**config.mk**
```make
export PLATFORM = sky130hd
export DESIGN_NAME = polyphonic_bitcrusher_core
export DESIGN_NICKNAME = d
export VERILOG_FILES = /design/src/rtl/pbc_pkg.sv /design/src/rtl/polyphonic_bitcrusher_core.sv /design/src/rtl/pbc_ram.sv /design/src/rtl/pbc_front.sv /design/src/rtl/pbc_queue.sv /design/src/rtl/pbc_div.sv
export SDC_FILE = /design/constraint.sdc
export NUM_CORES = 1
export LEC_CHECK = 0
export BUFFER_PORTS_ARGS = -buffer_cell sky130_fd_sc_hd__buf_2
export CORE_MARGIN = 2
export CORE_UTILIZATION = 45
export CTS_BUF_LIST = sky130_fd_sc_hd__clkbuf_4
export CTS_CLUSTER_DIAMETER = 120
export DETAILED_ROUTE_END_ITERATION = 10
export HOLD_SLACK_MARGIN = 0.05
export PLACE_DENSITY_LB_ADDON = 0.08
export SYNTH_ARGS = -nofsm -noshare
export SYNTH_HDL_FRONTEND = slang
export SYNTH_SLANG_ARGS = --single-unit
```
**constraint.sdc**
```tcl
create_clock -name clk -period 6.6 [get_ports clk]
set_input_delay 0 -clock clk [delete_from_list [all_inputs] [get_ports clk]]
set_output_delay 0 -clock clk [all_outputs]
set_load 0.1 [all_outputs]
```
**src/rtl/pbc_pkg.sv**
```systemverilog
`timescale 1ns / 1ps

package pbc_pkg;

  localparam int SAMPLE_W   = 16;
  localparam int CNT_W      = 16;
  localparam int LEVELS_W   = 11;
  localparam int VOICE_W    = 4;
  localparam int CFG_IDX_W  = 2;
  localparam int CFG_DATA_W = 16;

  // quantizer step index: |held * L / 32768| stays below 2048
  localparam int Q_W        = 12;
  localparam int PROD_W     = SAMPLE_W + LEVELS_W + 1;

  // divider: magnitude of q * 32768, two quotient bits per cycle
  localparam int DIVIDEND_W = (Q_W - 1) + 15;
  localparam int DIV_ITERS  = DIVIDEND_W / 2;
  localparam int DIV_CNT_W  = 4;

  localparam logic [CNT_W-1:0]    CNT_MAX        = '1;
  localparam logic [LEVELS_W-1:0] LEVELS_RST     = LEVELS_W'(1024);
  localparam logic [CNT_W-1:0]    HOLD_LIMIT_RST = '0;

  localparam logic [CFG_IDX_W-1:0] CFG_HOLD_LIMIT   = CFG_IDX_W'(0);
  localparam logic [CFG_IDX_W-1:0] CFG_QUANT_LEVELS = CFG_IDX_W'(1);

  // one classified item on its way from the front end to the divider
  typedef struct packed {
    logic                oob;
    logic [Q_W-1:0]      q;
    logic [LEVELS_W-1:0] lv;
  } qent_t;

endpackage

```
**src/rtl/polyphonic_bitcrusher_core.sv**
```systemverilog
`timescale 1ns / 1ps

// per-voice bitcrusher: each transfer names a voice and a q1.15 sample; the
// voice's hold counter advances (saturating at full scale) and, once it
// exceeds the hold limit, the sample is latched and the counter cleared. the
// held sample is quantized as q = floor(held*L/32768) and the result is
// floor(q*32768/L), with a level count of zero taken as one. an item for a
// voice at or above NUM_VOICES changes nothing and yields zero. every item
// gives exactly one result, in order. the front end moves each item through
// the voice ram read, the update and write-back, then the 16x12 multiply,
// and takes no new item until the current one has entered the queue; the
// back end divider produces 2 quotient bits per cycle over a 26-bit
// dividend, loading each item from the queue, running its iterations and
// handing the result to the output register, and the divider is the limit
// on the sustained item rate. a 2-entry queue between front end and divider
// and the output register let either side stall without stopping the other.
// configuration registers are written through cfg_* (always ready) and must
// only change while no item is in flight.

module polyphonic_bitcrusher_core #(
  parameter int NUM_VOICES = 9
) (
  input  logic                                clk,
  input  logic                                rst_n,
  // input item channel
  input  logic                                in_push,
  output logic                                in_full,
  input  logic [pbc_pkg::VOICE_W-1:0]         in_voice,
  input  logic signed [pbc_pkg::SAMPLE_W-1:0] in_sample_in,
  input  logic                                in_hold_mod_valid,
  input  logic [pbc_pkg::CNT_W-1:0]           in_hold_mod,
  input  logic                                in_levels_mod_valid,
  input  logic [pbc_pkg::LEVELS_W-1:0]        in_levels_mod,
  // result channel
  output logic                                out_empty,
  input  logic                                out_pop,
  output logic signed [pbc_pkg::SAMPLE_W-1:0] out_crushed_sample,
  // configuration writes
  input  logic                                cfg_valid,
  output logic                                cfg_ready,
  input  logic [pbc_pkg::CFG_IDX_W-1:0]       cfg_index,
  input  logic [pbc_pkg::CFG_DATA_W-1:0]      cfg_data
);

  logic [pbc_pkg::CNT_W-1:0]    hold_limit_r;
  logic [pbc_pkg::LEVELS_W-1:0] quant_levels_r;

  logic           q_push;
  logic           q_full;
  logic           q_pop;
  logic           q_empty;
  pbc_pkg::qent_t q_wr_ent;
  pbc_pkg::qent_t q_rd_ent;

  // config registers, unknown indexes are dropped
  assign cfg_ready = 1'b1;

  always_ff @(posedge clk) begin
    if (!rst_n) begin
      hold_limit_r   <= pbc_pkg::HOLD_LIMIT_RST;
      quant_levels_r <= pbc_pkg::LEVELS_RST;
    end else if (cfg_valid && cfg_ready) begin
      unique case (cfg_index)
        pbc_pkg::CFG_HOLD_LIMIT:   hold_limit_r   <= cfg_data;
        pbc_pkg::CFG_QUANT_LEVELS: quant_levels_r <= cfg_data[pbc_pkg::LEVELS_W-1:0];
        default: ;
      endcase
    end
  end

  // front end: per-voice sample and hold, level select, step index
  pbc_front #(
    .NUM_VOICES (NUM_VOICES)
  ) u_front (
    .clk                 (clk),
    .rst_n               (rst_n),
    .in_push             (in_push),
    .in_full             (in_full),
    .in_voice            (in_voice),
    .in_sample_in        (in_sample_in),
    .in_hold_mod_valid   (in_hold_mod_valid),
    .in_hold_mod         (in_hold_mod),
    .in_levels_mod_valid (in_levels_mod_valid),
    .in_levels_mod       (in_levels_mod),
    .hold_limit          (hold_limit_r),
    .quant_levels        (quant_levels_r),
    .q_push              (q_push),
    .q_ent               (q_wr_ent),
    .q_full              (q_full)
  );

  // decoupling queue between the two halves
  pbc_queue u_queue (
    .clk    (clk),
    .rst_n  (rst_n),
    .push   (q_push),
    .wr_ent (q_wr_ent),
    .full   (q_full),
    .pop    (q_pop),
    .rd_ent (q_rd_ent),
    .empty  (q_empty)
  );

  // back end: floor division back to q1.15 and the output register
  pbc_div u_div (
    .clk                (clk),
    .rst_n              (rst_n),
    .q_empty            (q_empty),
    .q_ent              (q_rd_ent),
    .q_pop              (q_pop),
    .out_empty          (out_empty),
    .out_pop            (out_pop),
    .out_crushed_sample (out_crushed_sample)
  );

endmodule

```
**src/rtl/pbc_ram.sv**
```systemverilog
`timescale 1ns / 1ps

module pbc_ram #(
  parameter int WIDTH = 32,
  parameter int DEPTH = 9
) (
  input  logic                                    clk,
  input  logic                                    we,
  input  logic [((DEPTH > 1) ? $clog2(DEPTH) : 1)-1:0] waddr,
  input  logic [WIDTH-1:0]                        wdata,
  input  logic                                    re,
  input  logic [((DEPTH > 1) ? $clog2(DEPTH) : 1)-1:0] raddr,
  output logic [WIDTH-1:0]                        rdata
);

  logic [WIDTH-1:0] mem_r [DEPTH];
  logic [WIDTH-1:0] rdata_r;

  always_ff @(posedge clk) begin
    if (we) begin
      mem_r[waddr] <= wdata;
    end
    if (re) begin
      rdata_r <= mem_r[raddr];
    end
  end

  assign rdata = rdata_r;

endmodule

```
**src/rtl/pbc_front.sv**
```systemverilog
`timescale 1ns / 1ps

module pbc_front #(
  parameter int NUM_VOICES = 9
) (
  input  logic                            clk,
  input  logic                            rst_n,
  input  logic                            in_push,
  output logic                            in_full,
  input  logic [pbc_pkg::VOICE_W-1:0]     in_voice,
  input  logic signed [pbc_pkg::SAMPLE_W-1:0] in_sample_in,
  input  logic                            in_hold_mod_valid,
  input  logic [pbc_pkg::CNT_W-1:0]       in_hold_mod,
  input  logic                            in_levels_mod_valid,
  input  logic [pbc_pkg::LEVELS_W-1:0]    in_levels_mod,
  input  logic [pbc_pkg::CNT_W-1:0]       hold_limit,
  input  logic [pbc_pkg::LEVELS_W-1:0]    quant_levels,
  output logic                            q_push,
  output pbc_pkg::qent_t                  q_ent,
  input  logic                            q_full
);

  localparam int VW   = (NUM_VOICES > 1) ? $clog2(NUM_VOICES) : 1;
  localparam int VX_W = 7;
  localparam int RW   = pbc_pkg::SAMPLE_W + pbc_pkg::CNT_W;

  typedef enum logic [1:0] {
    F_IDLE,
    F_UPD,
    F_MUL
  } fstate_t;

  fstate_t state_r;

  logic [NUM_VOICES-1:0]                vld_r;
  logic [VW-1:0]                        vaddr_r;
  logic                                 oob_r;
  logic signed [pbc_pkg::SAMPLE_W-1:0]  sample_r;
  logic [pbc_pkg::CNT_W-1:0]            limit_r;
  logic [pbc_pkg::LEVELS_W-1:0]         lv_r;
  logic signed [pbc_pkg::SAMPLE_W-1:0]  held_r;

  logic                                 accept;
  logic [VX_W-1:0]                      voice_ext;
  logic [VW-1:0]                        voice_addr;
  logic                                 voice_oob;
  logic [pbc_pkg::LEVELS_W-1:0]         lv_sel;
  logic [RW-1:0]                        ram_rdata;
  logic signed [pbc_pkg::SAMPLE_W-1:0]  held_old;
  logic [pbc_pkg::CNT_W-1:0]            cnt_old;
  logic [pbc_pkg::CNT_W-1:0]            cnt_inc;
  logic [pbc_pkg::CNT_W-1:0]            cnt_nxt;
  logic signed [pbc_pkg::SAMPLE_W-1:0]  held_nxt;
  logic signed [pbc_pkg::PROD_W-1:0]    prod;

  assign accept     = in_push && !in_full;
  assign in_full    = (state_r != F_IDLE);
  assign voice_ext  = {{(VX_W - pbc_pkg::VOICE_W){1'b0}}, in_voice};
  assign voice_addr = voice_ext[VW-1:0];
  assign voice_oob  = (voice_ext >= VX_W'(NUM_VOICES));
  assign lv_sel     = in_levels_mod_valid ? in_levels_mod : quant_levels;

  pbc_ram #(
    .WIDTH (RW),
    .DEPTH (NUM_VOICES)
  ) u_state_ram (
    .clk   (clk),
    .we    ((state_r == F_UPD) && !oob_r),
    .waddr (vaddr_r),
    .wdata ({held_nxt, cnt_nxt}),
    .re    (accept),
    .raddr (voice_addr),
    .rdata (ram_rdata)
  );

  // an entry never written since reset reads as zero
  always_comb begin
    if (vld_r[vaddr_r]) begin
      held_old = ram_rdata[RW-1:pbc_pkg::CNT_W];
      cnt_old  = ram_rdata[pbc_pkg::CNT_W-1:0];
    end else begin
      held_old = '0;
      cnt_old  = '0;
    end
    cnt_inc = (cnt_old != pbc_pkg::CNT_MAX) ? cnt_old + 1'b1 : cnt_old;
    if (cnt_inc > limit_r) begin
      held_nxt = sample_r;
      cnt_nxt  = '0;
    end else begin
      held_nxt = held_old;
      cnt_nxt  = cnt_inc;
    end
  end

  // floor(held * L / 32768) is the arithmetic shift of the product
  assign prod     = held_r * $signed({1'b0, lv_r});
  assign q_ent.oob = oob_r;
  assign q_ent.q   = prod[pbc_pkg::Q_W+14:15];
  assign q_ent.lv  = lv_r;
  assign q_push    = (state_r == F_MUL) && !q_full;

  always_ff @(posedge clk) begin
    if (!rst_n) begin
      state_r <= F_IDLE;
      vld_r   <= '0;
    end else begin
      unique case (state_r)
        F_IDLE: begin
          if (accept) begin
            vaddr_r  <= voice_addr;
            oob_r    <= voice_oob;
            sample_r <= in_sample_in;
            limit_r  <= in_hold_mod_valid ? in_hold_mod : hold_limit;
            lv_r     <= (lv_sel == '0) ? pbc_pkg::LEVELS_W'(1) : lv_sel;
            state_r  <= F_UPD;
          end
        end
        F_UPD: begin
          held_r <= held_nxt;
          if (!oob_r) begin
            vld_r[vaddr_r] <= 1'b1;
          end
          state_r <= F_MUL;
        end
        F_MUL: begin
          if (!q_full) begin
            state_r <= F_IDLE;
          end
        end
        default: state_r <= F_IDLE;
      endcase
    end
  end

endmodule

```
**src/rtl/pbc_queue.sv**
```systemverilog
`timescale 1ns / 1ps

module pbc_queue (
  input  logic           clk,
  input  logic           rst_n,
  input  logic           push,
  input  pbc_pkg::qent_t wr_ent,
  output logic           full,
  input  logic           pop,
  output pbc_pkg::qent_t rd_ent,
  output logic           empty
);

  pbc_pkg::qent_t ent_r [2];
  logic           wptr_r;
  logic           rptr_r;
  logic [1:0]     cnt_r;
  logic           do_push;
  logic           do_pop;

  assign full    = (cnt_r == 2'd2);
  assign empty   = (cnt_r == 2'd0);
  assign do_push = push && !full;
  assign do_pop  = pop && !empty;
  assign rd_ent  = ent_r[rptr_r];

  always_ff @(posedge clk) begin
    if (do_push) begin
      ent_r[wptr_r] <= wr_ent;
    end
    if (!rst_n) begin
      wptr_r <= 1'b0;
      rptr_r <= 1'b0;
      cnt_r  <= '0;
    end else begin
      if (do_push) begin
        wptr_r <= ~wptr_r;
      end
      if (do_pop) begin
        rptr_r <= ~rptr_r;
      end
      cnt_r <= cnt_r + {1'b0, do_push} - {1'b0, do_pop};
    end
  end

endmodule

```
**src/rtl/pbc_div.sv**
```systemverilog
`timescale 1ns / 1ps

module pbc_div (
  input  logic                             clk,
  input  logic                             rst_n,
  input  logic                             q_empty,
  input  pbc_pkg::qent_t                   q_ent,
  output logic                             q_pop,
  output logic                             out_empty,
  input  logic                             out_pop,
  output logic signed [pbc_pkg::SAMPLE_W-1:0] out_crushed_sample
);

  localparam int LW      = pbc_pkg::LEVELS_W;
  localparam int DW      = pbc_pkg::DIVIDEND_W;
  localparam int Q_MAG_W = pbc_pkg::Q_W - 1;

  typedef enum logic [1:0] {
    B_IDLE,
    B_RUN,
    B_DONE
  } bstate_t;

  bstate_t state_r;

  logic [DW-1:0]                       quo_r;
  logic [LW-1:0]                       rem_r;
  logic [LW-1:0]                       div_r;
  logic                                neg_r;
  logic [pbc_pkg::DIV_CNT_W-1:0]       cnt_r;
  logic signed [pbc_pkg::SAMPLE_W-1:0] res_r;
  logic signed [pbc_pkg::SAMPLE_W-1:0] out_r;
  logic                                out_vld_r;

  logic [LW-1:0]                       rem_a;
  logic [LW-1:0]                       rem_nxt;
  logic                                qb_a;
  logic                                qb_b;
  logic [DW-1:0]                       quo_nxt;
  logic [LW:0]                         t_a;
  logic [LW:0]                         t_b;
  logic [Q_MAG_W-1:0]                  q_mag;
  logic [pbc_pkg::SAMPLE_W:0]          mag;
  logic [pbc_pkg::SAMPLE_W:0]          res_ext;
  logic                                out_free;

  // two restoring steps per cycle, dividend bits shift out the top of quo_r
  always_comb begin
    t_a = {rem_r, quo_r[DW-1]};
    if (t_a >= {1'b0, div_r}) begin
      qb_a  = 1'b1;
      rem_a = LW'(t_a - {1'b0, div_r});
    end else begin
      qb_a  = 1'b0;
      rem_a = t_a[LW-1:0];
    end
    t_b = {rem_a, quo_r[DW-2]};
    if (t_b >= {1'b0, div_r}) begin
      qb_b    = 1'b1;
      rem_nxt = LW'(t_b - {1'b0, div_r});
    end else begin
      qb_b    = 1'b0;
      rem_nxt = t_b[LW-1:0];
    end
    quo_nxt = {quo_r[DW-3:0], qb_a, qb_b};
  end

  // floor of a negative quotient rounds the magnitude up
  always_comb begin
    mag     = quo_nxt[pbc_pkg::SAMPLE_W:0]
              + (pbc_pkg::SAMPLE_W + 1)'(neg_r && (rem_nxt != '0));
    res_ext = neg_r ? (~mag + 1'b1) : mag;
  end

  assign q_mag     = q_ent.q[pbc_pkg::Q_W-1] ? Q_MAG_W'(-q_ent.q) : q_ent.q[Q_MAG_W-1:0];
  assign q_pop     = (state_r == B_IDLE) && !q_empty;
  assign out_free  = !out_vld_r || out_pop;
  assign out_empty = !out_vld_r;
  assign out_crushed_sample = out_r;

  always_ff @(posedge clk) begin
    if (!rst_n) begin
      state_r   <= B_IDLE;
      out_vld_r <= 1'b0;
    end else begin
      // set when a finished result moves in, cleared on a result transfer
      if ((state_r == B_DONE) && out_free) begin
        out_vld_r <= 1'b1;
      end else if (out_pop) begin
        out_vld_r <= 1'b0;
      end
      unique case (state_r)
        B_IDLE: begin
          if (!q_empty) begin
            if (q_ent.oob) begin
              res_r   <= '0;
              state_r <= B_DONE;
            end else begin
              quo_r   <= {q_mag, 15'b0};
              rem_r   <= '0;
              div_r   <= q_ent.lv;
              neg_r   <= q_ent.q[pbc_pkg::Q_W-1];
              cnt_r   <= '0;
              state_r <= B_RUN;
            end
          end
        end
        B_RUN: begin
          quo_r <= quo_nxt;
          rem_r <= rem_nxt;
          cnt_r <= cnt_r + 1'b1;
          if (cnt_r == pbc_pkg::DIV_CNT_W'(pbc_pkg::DIV_ITERS - 1)) begin
            res_r   <= res_ext[pbc_pkg::SAMPLE_W-1:0];
            state_r <= B_DONE;
          end
        end
        B_DONE: begin
          if (out_free) begin
            out_r   <= res_r;
            state_r <= B_IDLE;
          end
        end
        default: state_r <= B_IDLE;
      endcase
    end
  end

endmodule
```
==> out/qor.yml, run 1 <==
clock_latency_ps: 960
ioPinCount: 91
post-route-period-util_pct: 95.2
timing.reg2reg.setup_slack_ps: 320
max_clock_freq_ghz: 0.159
grt_start_max_net_pins: 67
clock_sinks: 563
route.antenna.remaining_nets: 0
drive_above_1_share_pct: 19.8
core-area_sq_um: 66900
buffer_ports.inserted: 89
antenna_found_initial: 5
vias_in_the_first_global_route: 20900
path_class_of_the_lowest_slack_min_delay_path: "input pin to register"
most_heavily_used_metal_layer_in_global_routing: "met2"
layout.nets: 3035
p_leak_nw: 13.7
final-max-slew-violation-count: 0
result_of_the_run: "completed"
avgViaCountPerCell: 5.25
wire_per_inst_um: 19.7
place_hpwl_um: 45300
drv.max_cap_violation_count: 0
timing.critical_path.fanout_max: 5
critPathArrivalTime_ps: 6960
synth.ff_latch_count: 563
hold_violations: 0
overflow: 0
use_met1_pct: 25.8
drt_wl_total_um: 72500
fp-row-count: 95
drt_pass1_iterations: 7
synthArstFlopShare_pct: 0
tritoncts: "yes"
max_slew_margin_pct: 24.4
h-tree-depth: 4
fin_worst_skew_ps: 73.0
globalRouteMet2Util_pct: 38.1
die_width_um: 263
track_usage_pct: 21.5
synth.avg_cell_area_sq_um: 13.2
syn-cell-area_sq_um: 30300
total_power_w: 0.0113
grt_util_met3_pct: 4.66
worst-r2r-cell-count: 27
clk_transition_reported_paths_ps: 60
cp-end-kind: "register"
reg2reg_to: "u_div.res_r[13]$_SDFFCE_PN0P_"
yosys_warnings: 0
die-area_sq_um: 69400
max-clock-path-buffers: 3
finalCriticalPeriod_ps: 6280
synth_largest_area_cell: "sky130_fd_sc_hd__edfxtp_1"
vias: 19300
worst_setup_ep: "u_div.res_r[13]$_SDFFCE_PN0P_"
cts_root_buf: "sky130_fd_sc_hd__clkbuf_4"
setup_viol: 0
post-synth-top-area-fraction_pct: 51.2
timing.critical_path.required_ps: 7280
detailed_place.area_sq_um: 32000
syn-instance-count: 2303
synth_enable_flop_cells: 517
drc_errors: 0
cts-buffers-inserted: 154
path_class: "register to register"
post-route-cell-area_sq_um: 36100
synth_top_cells_by_area: "sky130_fd_sc_hd__edfxtp_1, sky130_fd_sc_hd__fa_1, sky130_fd_sc_hd__mux4_2"
postSynthNetCount: 2636
worstMarginPinSlew_ps: 1100
synth-seq-area-share_pct: 54.3
syn_to_final_growth_pct: 19.1
rr_startpoint: "u_div.div_r[0]$_DFFE_PP_"
cp-start-kind: "register"
floorplan.initialDensity_pct: 45.3
synth.lib_cells_used.distinct: 76
critPathLaunch: "u_div.div_r[0]$_DFFE_PP_"
gpl.final_weighted_congestion: 0.850
synth_top_flop_cell: "sky130_fd_sc_hd__edfxtp_1"
die_span_in_y_um: 263
global_route_wire_length_before_repair_um: 115000
pwr_density_cell_nw_per_um2: 313
drt_iter0_markers: 981
vdd_ir_drop_max_mv: 0.173
cells in the final DEF, fill, tap and decap left out, drive strengths merged, types with 8 or more instances in the layout:
cell	n
dlygate4sd3	197
and3	9
dfxtp	46
mux2i	89
a21o	8
edfxtp	517
a21boi	19
nor2b	21
nand2b	14
or2	10
nor3b	8
nor2	109
xnor2	48
nand4	16
mux4	65
o211ai	8
inv	254
o21a	21
nand2	240
clkinv	24
a21oi	47
nor3	38
a211oi	9
mux2	38
nand3	21
buf	143
clkbuf	234
o21ai	64
ha	102
and2	114
fa	159
xor2	35
cell type report:
| type | count | area (sq um) |
|---|---|---|
| antenna | 2 | 5.00 |
| clock buffer | 234 | 1760 |
| clock inverter | 33 | 248 |
| fill | 5715 | 30800 |
| inverter | 249 | 935 |
| multi-input combinational | 1394 | 12800 |
| sequential | 563 | 16400 |
| tap | 873 | 1090 |
| timing repair buffer | 340 | 2840 |
cell usage after synthesis, types with 8 or more instances:
cell                       count
sky130_fd_sc_hd__clkbuf_1     81
sky130_fd_sc_hd__a21boi_0     19
sky130_fd_sc_hd__nand2_1     240
sky130_fd_sc_hd__edfxtp_1    517
sky130_fd_sc_hd__inv_1       247
sky130_fd_sc_hd__nor3b_1       8
sky130_fd_sc_hd__o21a_1       21
sky130_fd_sc_hd__nor2_1      108
sky130_fd_sc_hd__nand4_1      16
sky130_fd_sc_hd__nor3_1       38
sky130_fd_sc_hd__and2_1      114
sky130_fd_sc_hd__dfxtp_1      46
sky130_fd_sc_hd__nand3_1      21
sky130_fd_sc_hd__nand2b_1     14
sky130_fd_sc_hd__and3_1        9
sky130_fd_sc_hd__o21ai_0      64
sky130_fd_sc_hd__mux2i_1      89
sky130_fd_sc_hd__fa_1        159
sky130_fd_sc_hd__buf_1        13
sky130_fd_sc_hd__nor2b_1      21
sky130_fd_sc_hd__o211ai_1      8
sky130_fd_sc_hd__mux4_2       65
sky130_fd_sc_hd__a21oi_1      45
sky130_fd_sc_hd__xnor2_1      48
sky130_fd_sc_hd__ha_1        102
sky130_fd_sc_hd__or2_2        10
sky130_fd_sc_hd__mux2_2       38
sky130_fd_sc_hd__xor2_1       35
sky130_fd_sc_hd__a211oi_1      8
repair_timing:
item | CTS | global route
endpoints found under the setup margin | 0 | 22
setup buffers | 0 | 4
endpoints found under the hold margin | 173 | 0
gates resized for setup | 0 | 27
hold buffers | 197 | 0
metal layers:
layer	up-vias	routed length, um
met2	426	37600
met3	130	3050
li1	8987	-
met1	9800	30000
met5	-	17
met4	2	1810
report_power, final:
| group | switching (W) | internal, W | total [W] |
|---|---|---|---|
| logic | 0.00213 | 0.00155 | 0.00368 |
| clock network | 0.00144 | 0.00176 | 0.00321 |
| registers | 0.000146 | 0.00428 | 0.00443 |
| total | 0.00372 | 0.00759 | 0.0113 |
worst max-delay path: stages, from the launching register on:
cell	delay [ps]
sky130_fd_sc_hd__edfxtp_1	410
sky130_fd_sc_hd__ha_1	250
sky130_fd_sc_hd__fa_1	400
sky130_fd_sc_hd__nand2b_1	190
sky130_fd_sc_hd__o2bb2ai_2	170
sky130_fd_sc_hd__a211oi_4	300
sky130_fd_sc_hd__nor2_4	70
sky130_fd_sc_hd__clkinv_1	100
sky130_fd_sc_hd__o21ai_1	90
sky130_fd_sc_hd__buf_4	150
sky130_fd_sc_hd__fa_1	430
sky130_fd_sc_hd__nand2b_4	170
sky130_fd_sc_hd__a21oi_2	170
sky130_fd_sc_hd__xor2_1	110
sky130_fd_sc_hd__or4_4	440
sky130_fd_sc_hd__nor4_2	260
sky130_fd_sc_hd__nand4_1	140
sky130_fd_sc_hd__o221a_1	260
sky130_fd_sc_hd__ha_1	210
sky130_fd_sc_hd__ha_2	200
sky130_fd_sc_hd__nor3_1	190
sky130_fd_sc_hd__a21oi_1	50
sky130_fd_sc_hd__or3_1	330
sky130_fd_sc_hd__nor2_1	110
sky130_fd_sc_hd__mux2i_1	120
sky130_fd_sc_hd__a2111o_1	390
sky130_fd_sc_hd__mux2i_1	170
sky130_fd_sc_hd__o311ai_0	170
metrics by stage:
stage / setup WS (ps) / hold WS [ps] / TNS [ps] / utilization [%] / instances
after floorplan: 7.75 / 98.9 / 0 / - / 2303
after global routing: -23.2 / 145 / -46.0 / 53.9 / 3688
after detailed placement: -31.9 / 178 / -31.9 / 47.7 / 3218
after CTS: 8.73 / 75.3 / 0 / 53.7 / 3682
final: 316 / 212 / 0 / 53.9 / 3688
after global placement: 65.7 / 178 / 0 / 47.7 / 3218
worst min-delay path by stage:
| stage | startpoint | cells after the start | endpoint | slack [ps] |
|---|---|---|---|---|
| 2_1_floorplan | in_sample_in[0] | 0 | u_front.sample_r[0]$_DFFE_PP_ | 100 |
| 3_3_place_gp | in_sample_in[4] | 1 | u_front.sample_r[4]$_DFFE_PP_ | 180 |
| 6_report | rst_n | 5 | u_div.state_r[1]$_SDFFE_PN0P_ | 210 |
| 3_5_place_dp | in_sample_in[4] | 1 | u_front.sample_r[4]$_DFFE_PP_ | 180 |
| 5_1_grt | rst_n | 5 | u_div.state_r[1]$_SDFFE_PN0P_ | 140 |
| 4_1_cts | rst_n | 5 | u_div.state_r[1]$_SDFFE_PN0P_ | 80 |
cell families (layout without fill, tap and decap cells):
kind of cell | count (synthesis) | count (layout) | share of synthesized area (%)
mux | 192 | 192 | 9.19
fa+ha+maj | 261 | 261 | 14.7
other cells | 1 | 3 | 0.0124
compound gates | 227 | 227 | 4.99
buf+inv | 346 | 856 | 4.34
flops | 563 | 563 | 54.3
simple gates | 630 | 630 | 10.1
xor+xnor | 83 | 83 | 2.40
state kept, by name (all words and copies together) (netlist names), 4 cells and up, named ones only:
signal	count
u_front.u_state_ram.mem_r	288
u_front.limit_r	16
quant_levels_r	11
hold_limit_r	16
u_front.lv_r	11
u_div.cnt_r	4
u_div.div_r	11
u_div.rem_r	11
u_front.held_r	16
u_div.out_crushed_sample	16
u_front.sample_r	16
u_queue.ent_r	48
u_div.res_r	16
u_front.vaddr_r	4
u_div.quo_r	26
u_front.u_state_ram.rdata	32
u_front.vld_r	9
Note: power is estimated with default switching activity, not from simulation.
==> inputs of run 2 (changes only) <==
--- a/config.mk
+++ b/config.mk
@@ -5,7 +5,7 @@
 export SDC_FILE = /design/constraint.sdc
 export NUM_CORES = 1
 export LEC_CHECK = 0
-export BUFFER_PORTS_ARGS = -buffer_cell sky130_fd_sc_hd__buf_2
+export BUFFER_PORTS_ARGS = -buffer_cell sky130_fd_sc_hd__clkbuf_2
 export CORE_MARGIN = 2
 export CORE_UTILIZATION = 45
 export CTS_BUF_LIST = sky130_fd_sc_hd__clkbuf_4
@@ -13,6 +13,7 @@
 export DETAILED_ROUTE_END_ITERATION = 10
 export HOLD_SLACK_MARGIN = 0.05
 export PLACE_DENSITY_LB_ADDON = 0.08
+export SLEW_MARGIN = 20
 export SYNTH_ARGS = -nofsm -noshare
 export SYNTH_HDL_FRONTEND = slang
 export SYNTH_SLANG_ARGS = --single-unit
==> out/qor.yml, run 2 (synthesized netlist as in run 1, its figures left out) <==
cp-start-kind: "register"
timing.critical_path.required_ps: 7280
post-route-period-util_pct: 93.9
layout.core_utilization_pct: 54.0
wire_per_inst_um: 19.6
final-max-slew-violation-count: 0
core-area_sq_um: 66900
crit_slowest_cell: "sky130_fd_sc_hd__or4_1"
drv.max_cap_violation_count: 0
tritoncts: "yes"
vias_in_the_first_global_route: 21100
routedLengthMet1_um: 30500
critical_path_buffers_and_inverters: 2
max_clock_freq_ghz: 0.161
layout.nets: 3047
pwr_density_cell_nw_per_um2: 310
fin_worst_skew_ps: 64.2
drt_iter0_markers: 985
rr_startpoint: "u_div.rem_r[7]$_SDFFCE_PN0P_"
grt_start_max_net_pins: 67
syn_to_final_growth_pct: 19.4
clock_sinks: 563
place_hpwl_um: 46400
overflow: 0
cts_root_buf: "sky130_fd_sc_hd__clkbuf_4"
drt_pass1_iterations: 5
detailed_place.area_sq_um: 32100
setup_viol: 0
commonest_non_fill_non_tap_cell_in_the_layout: "sky130_fd_sc_hd__edfxtp_1"
avgViaCountPerCell: 5.19
path_class: "register to register"
drt_wl_total_um: 72700
hold_violations: 0
vdd_ir_drop_max_mv: 0.147
timing.critical_path.max_delay_family: "simple AND/OR/NAND/NOR gates"
totalNegativeSetupSlack_ps: 0
antenna_found_initial: 4
ioPinCount: 91
floorplan.initialDensity_pct: 45.3
die_width_um: 263
rsz_0062_raised_after_global_routing: "no"
met2_length_um: 37800
post-place-ws_ps: -72.7
die-area_sq_um: 69400
post-route-cell-area_sq_um: 36200
cpPeakStageDelay_ps: 510
fp-row-count: 95
reg_with_most_ffs: "u_front.u_state_ram.mem_r"
max-clock-path-buffers: 3
worstMarginPinSlew_ps: 1050
max_slew_margin_pct: 27.8
layout.cells.most_common_list: "sky130_fd_sc_hd__edfxtp_1, sky130_fd_sc_hd__inv_1, sky130_fd_sc_hd__nand2_1"
min_from: "rst_n"
clk_transition_reported_paths_ps: 60
vias: 19300
critPathArrivalTime_ps: 6870
final.setup.worst_slack_ps: 402
global_route_wire_length_before_repair_um: 116000
drive_above_1_share_pct: 20.2
cp_dominant_cell_by_count: "sky130_fd_sc_hd__ha_1"
worst-r2r-cell-count: 28
h-tree-depth: 4
hold_path_depth: 5
buffer_ports.inserted: 89
met3RoutedLength_um: 2780
fillerInstances: 5634
multi_input_comb_area_sq_um: 12800
timing.critical_path.fanout_max: 6
finalCriticalPeriod_ps: 6200
path_class_of_the_lowest_slack_min_delay_path: "input pin to register"
p_leak_nw: 13.7
cts-buffers-inserted: 154
clock_latency_ps: 970
sequential_cell_area_sq_um: 16400
die_span_in_y_um: 263
route.antenna.remaining_nets: 0
timing.reg2reg.setup_slack_ps: 400
largest_register_ff_count: 288
result_of_the_run: "completed"
drc_errors: 0
gpl.final_weighted_congestion: 0.869
track_usage_pct: 21.8
reg2reg_to: "u_div.res_r[13]$_SDFFCE_PN0P_"
route.top_layer_used: "met4"
endpoint_of_the_worst_hold_path: "u_div.state_r[1]$_SDFFE_PN0P_"
cp-end-kind: "register"
final.hold.worst_slack_ps: 204
==> run 2: cell count changes in the layout (fill, tap and decap cells not counted), moves of 4 or more <==
cell	before	now
sky130_fd_sc_hd__clkbuf_2	0	87
sky130_fd_sc_hd__clkbuf_4	234	226
sky130_fd_sc_hd__dlygate4sd3_1	197	193
sky130_fd_sc_hd__buf_4	53	70
sky130_fd_sc_hd__buf_2	88	1
sky130_fd_sc_hd__clkinvlp_4	0	4
sky130_fd_sc_hd__diode_2	2	7
sky130_fd_sc_hd__clkinv_1	19	28
==> run 2: repair_timing <==
| item | 4_1_cts | 5_1_grt |
|---|---|---|
| hold buffers | 193 | 0 |
| buffers inserted | 2 | 1 |
| hold endpoints to repair | 214 | 0 |
| endpoints found under the setup margin | 4 | 12 |
| pin swaps | 1 | 8 |
| gates resized for setup | 1 | 30 |
==> run 2: per-layer routing <==
| metal | vias up | track usage, % |
|---|---|---|
| met3 | 116 | 4.48 |
| met4 | 0 | 7.37 |
| li1 | 9024 | - |
| met2 | 414 | 38.4 |
| met5 | - | 0 |
| met1 | 9719 | 26.5 |
==> run 2: worst max-delay path by stage <==
stage,start,to,slack [ps],cells past startpoint
floorplan,u_div.div_r[0]$_DFFE_PP_,u_div.res_r[15]$_SDFFCE_PN0P_,8,29
global placement,u_div.div_r[0]$_DFFE_PP_,u_div.res_r[15]$_SDFFCE_PN0P_,70,29
detailed placement,u_div.div_r[0]$_DFFE_PP_,u_div.res_r[14]$_SDFFCE_PN0P_,-70,28
CTS,u_div.div_r[0]$_DFFE_PP_,u_div.res_r[13]$_SDFFCE_PN0P_,9,27
global route,u_div.rem_r[7]$_SDFFCE_PN0P_,u_div.res_r[13]$_SDFFCE_PN0P_,6,28
finish,u_div.rem_r[7]$_SDFFCE_PN0P_,u_div.res_r[13]$_SDFFCE_PN0P_,400,28
==> run 2: where the power goes <==
| group | internal (W) | switching, W | total, W |
|---|---|---|---|
| Clock | 0.00165 | 0.00145 | 0.00310 |
| Sequential | 0.00428 | 0.000146 | 0.00443 |
| Combinational | 0.00153 | 0.00214 | 0.00368 |
| Total | 0.00747 | 0.00374 | 0.0112 |
==> run 2: layout make-up <==
type / count / area share, %
inverters: 249 / 2.59
repair buffers: 352 / 8.07
clock inverters: 46 / 0.744
flip-flops and latches: 563 / 45.5
clock buffers: 226 / 4.69
diodes: 7 / 0.0484
multi-input cells: 1394 / 35.4
well taps: 873 / 3.02
==> run 2: worst min-delay path: stages <==
cell,delay (ps)
sky130_fd_sc_hd__dlygate4sd3_1,540
sky130_fd_sc_hd__clkbuf_2,100
sky130_fd_sc_hd__buf_4,280
sky130_fd_sc_hd__nand2_1,130
sky130_fd_sc_hd__a21oi_1,40
==> run 2: per-stage QoR <==
step	cells	total power, W
after global routing	3709	0.0120
after global placement	3235	0.00794
after floorplan	2303	0.00708
after CTS	3702	0.0113
after detailed placement	3235	0.00798
final	3710	0.0112
==> inputs of run 3 (changes only) <==
--- a/config.mk
+++ b/config.mk
@@ -6,6 +6,8 @@
 export NUM_CORES = 1
 export LEC_CHECK = 0
 export BUFFER_PORTS_ARGS = -buffer_cell sky130_fd_sc_hd__clkbuf_2
+export CELL_PAD_IN_SITES_DETAIL_PLACEMENT = 1
+export CELL_PAD_IN_SITES_GLOBAL_PLACEMENT = 2
 export CORE_MARGIN = 2
 export CORE_UTILIZATION = 45
 export CTS_BUF_LIST = sky130_fd_sc_hd__clkbuf_4
==> constraint.sdc (replaced) <==
create_clock -name clk -period 6.7 [get_ports clk]
set_input_delay 0 -clock clk [delete_from_list [all_inputs] [get_ports clk]]
set_output_delay 0 -clock clk [all_outputs]
set_load 0.1 [all_outputs]
==> out/qor.yml, run 3 (synthesized netlist as in run 1, its figures left out) <==
ioPinCount: 91
core-area_sq_um: 66900
finalCriticalPeriod_ps: 6440
syn_to_final_growth_pct: 19.5
result_of_the_run: "completed"
wire_per_inst_um: 21.7
drc_errors: 0
route.antenna.remaining_nets: 0
buffer_ports.inserted: 89
drt_iter0_markers: 976
total_power_w: 0.0113
largest_register_ff_count: 288
clk_transition_reported_paths_ps: 70
worst_setup_ep: "u_div.res_r[15]$_SDFFCE_PN0P_"
cp-start-kind: "register"
setup_viol: 0
die_span_in_y_um: 263
layout.core_utilization_pct: 54.1
timing.critical_path.fanout_max: 5
layout.cells.most_common_list: "sky130_fd_sc_hd__edfxtp_1, sky130_fd_sc_hd__inv_1, sky130_fd_sc_hd__nand2_1"
path_class: "register to register"
worstMarginPinSlew_ps: 1060
reg2reg_to: "u_div.res_r[15]$_SDFFCE_PN0P_"
crit_slowest_cell: "sky130_fd_sc_hd__or4_4"
drv.max_cap_violation_count: 0
avgViaCountPerCell: 5.29
hold_violations: 0
track_usage_pct: 23.6
overflow: 0
vias_in_the_first_global_route: 22100
tritoncts: "yes"
cp-end-kind: "register"
max_clock_freq_ghz: 0.155
final-max-slew-violation-count: 0
commonest_non_fill_non_tap_cell_in_the_layout: "sky130_fd_sc_hd__edfxtp_1"
vdd_ir_drop_max_mv: 0.170
h-tree-depth: 4
layout.nets: 3045
rr_startpoint: "u_div.rem_r[6]$_SDFFCE_PN0P_"
pwr_density_cell_nw_per_um2: 312
critPathLaunch: "u_div.rem_r[6]$_SDFFCE_PN0P_"
fin_worst_skew_ps: 111
cpPeakStageDelay_ps: 550
cts_root_buf: "sky130_fd_sc_hd__clkbuf_4"
clock_sinks: 563
global_route_wire_length_before_repair_um: 125000
fillerInstances: 6794
gpl.final_weighted_congestion: 0.826
timing.reg2reg.setup_slack_ps: 260
die-area_sq_um: 69400
grt_start_max_net_pins: 67
antenna_found_initial: 3
drt_pass1_iterations: 5
max_slew_margin_pct: 27.2
critPathArrivalTime_ps: 7270
place_hpwl_um: 50300
timing.critical_path.required_ps: 7530
worst-r2r-cell-count: 28
cts-buffers-inserted: 150
die_width_um: 263
max-clock-path-buffers: 3
p_leak_nw: 13.7
drt_wl_total_um: 80100
reg_with_most_ffs: "u_front.u_state_ram.mem_r"
post-route-period-util_pct: 96.1
fp-row-count: 95
drive_above_1_share_pct: 20.2
floorplan.initialDensity_pct: 45.3
vias: 19500
path_class_of_the_lowest_slack_min_delay_path: "input pin to register"
clock_latency_ps: 1010
[run 3: where the power goes]
| part | total, W | internal (W) | switching [W] |
|---|---|---|---|
| combinational | 0.00372 | 0.00156 | 0.00217 |
| clock | 0.00321 | 0.00173 | 0.00148 |
| sequential | 0.00437 | 0.00422 | 0.000150 |
| total | 0.0113 | 0.00750 | 0.00380 |
[run 3: layer usage]
layer | track usage (%) | share of wire [%] | up-vias | routed length, um
met4 | 8.54 | 2.6 | 0 | 2100
met3 | 3.98 | 3.1 | 123 | 2510
met2 | 42.4 | 52 | 368 | 41900
li1 | - | - | 8971 | -
met5 | 0 | 0 | - | 0
met1 | 28.6 | 42 | 10000 | 33600
[run 3: layout make-up]
cell class	count	area (sq um)	area share [%]
repair buffers	354	2950	8.14
clock inverters	32	335	0.926
flip-flops and latches	563	16400	45.4
well taps	873	1090	3.02
multi-input cells	1394	12800	35.3
inverters	249	938	2.59
clock buffers	218	1640	4.52
diodes	4	10.0	0.0277
[run 3: worst min-delay path by stage]
stage,end,slack (ps),start,cells past startpoint
global placement,u_front.sample_r[12]$_DFFE_PP_,180,in_sample_in[12],1
finish,u_front.vaddr_r[0]$_DFFE_PP_,190,in_voice[0],2
floorplan,u_front.sample_r[0]$_DFFE_PP_,100,in_sample_in[0],0
global route,u_front.vaddr_r[0]$_DFFE_PP_,160,in_voice[0],2
CTS,u_front.vaddr_r[0]$_DFFE_PP_,80,in_voice[0],2
detailed placement,u_front.sample_r[3]$_DFFE_PP_,180,in_sample_in[3],1
[run 3: timing repair]
action / 4_1_cts / 5_1_grt
endpoints found under the setup margin: 6 / 21
hold buffers: 195 / 0
gates resized for setup: 3 / 29
gates cloned: 0 / 0
hold endpoints to repair: 178 / 0
pin swaps: 3 / 6
setup buffers: 0 / 8
[run 3: worst max-delay path: cells and delay by family (launching register included)]
family,cells,cell delay (ps)
buf+inv,5,670
simple gates,10,2160
mux,1,110
fa+ha+maj,4,1050
flops,1,440
compound gates,8,1900
[run 3: through the flow]
| stage | cell area [sq um] | TNS [ps] | setup WS [ps] | std cells | hold slack, ps |
|---|---|---|---|---|---|
| after floorplan | 30300 | 0 | 16.4 | 2303 | 98.9 |
| after global placement | 32100 | 0 | 69.4 | 3230 | 178 |
| after detailed placement | 32100 | -395 | -130 | 3230 | 179 |
| after CTS | 36000 | 0 | 71.5 | 3675 | 78.8 |
| after global routing | 36200 | -20.7 | -15.9 | 3687 | 160 |
| final | 36200 | 0 | 263 | 3687 | 194 |
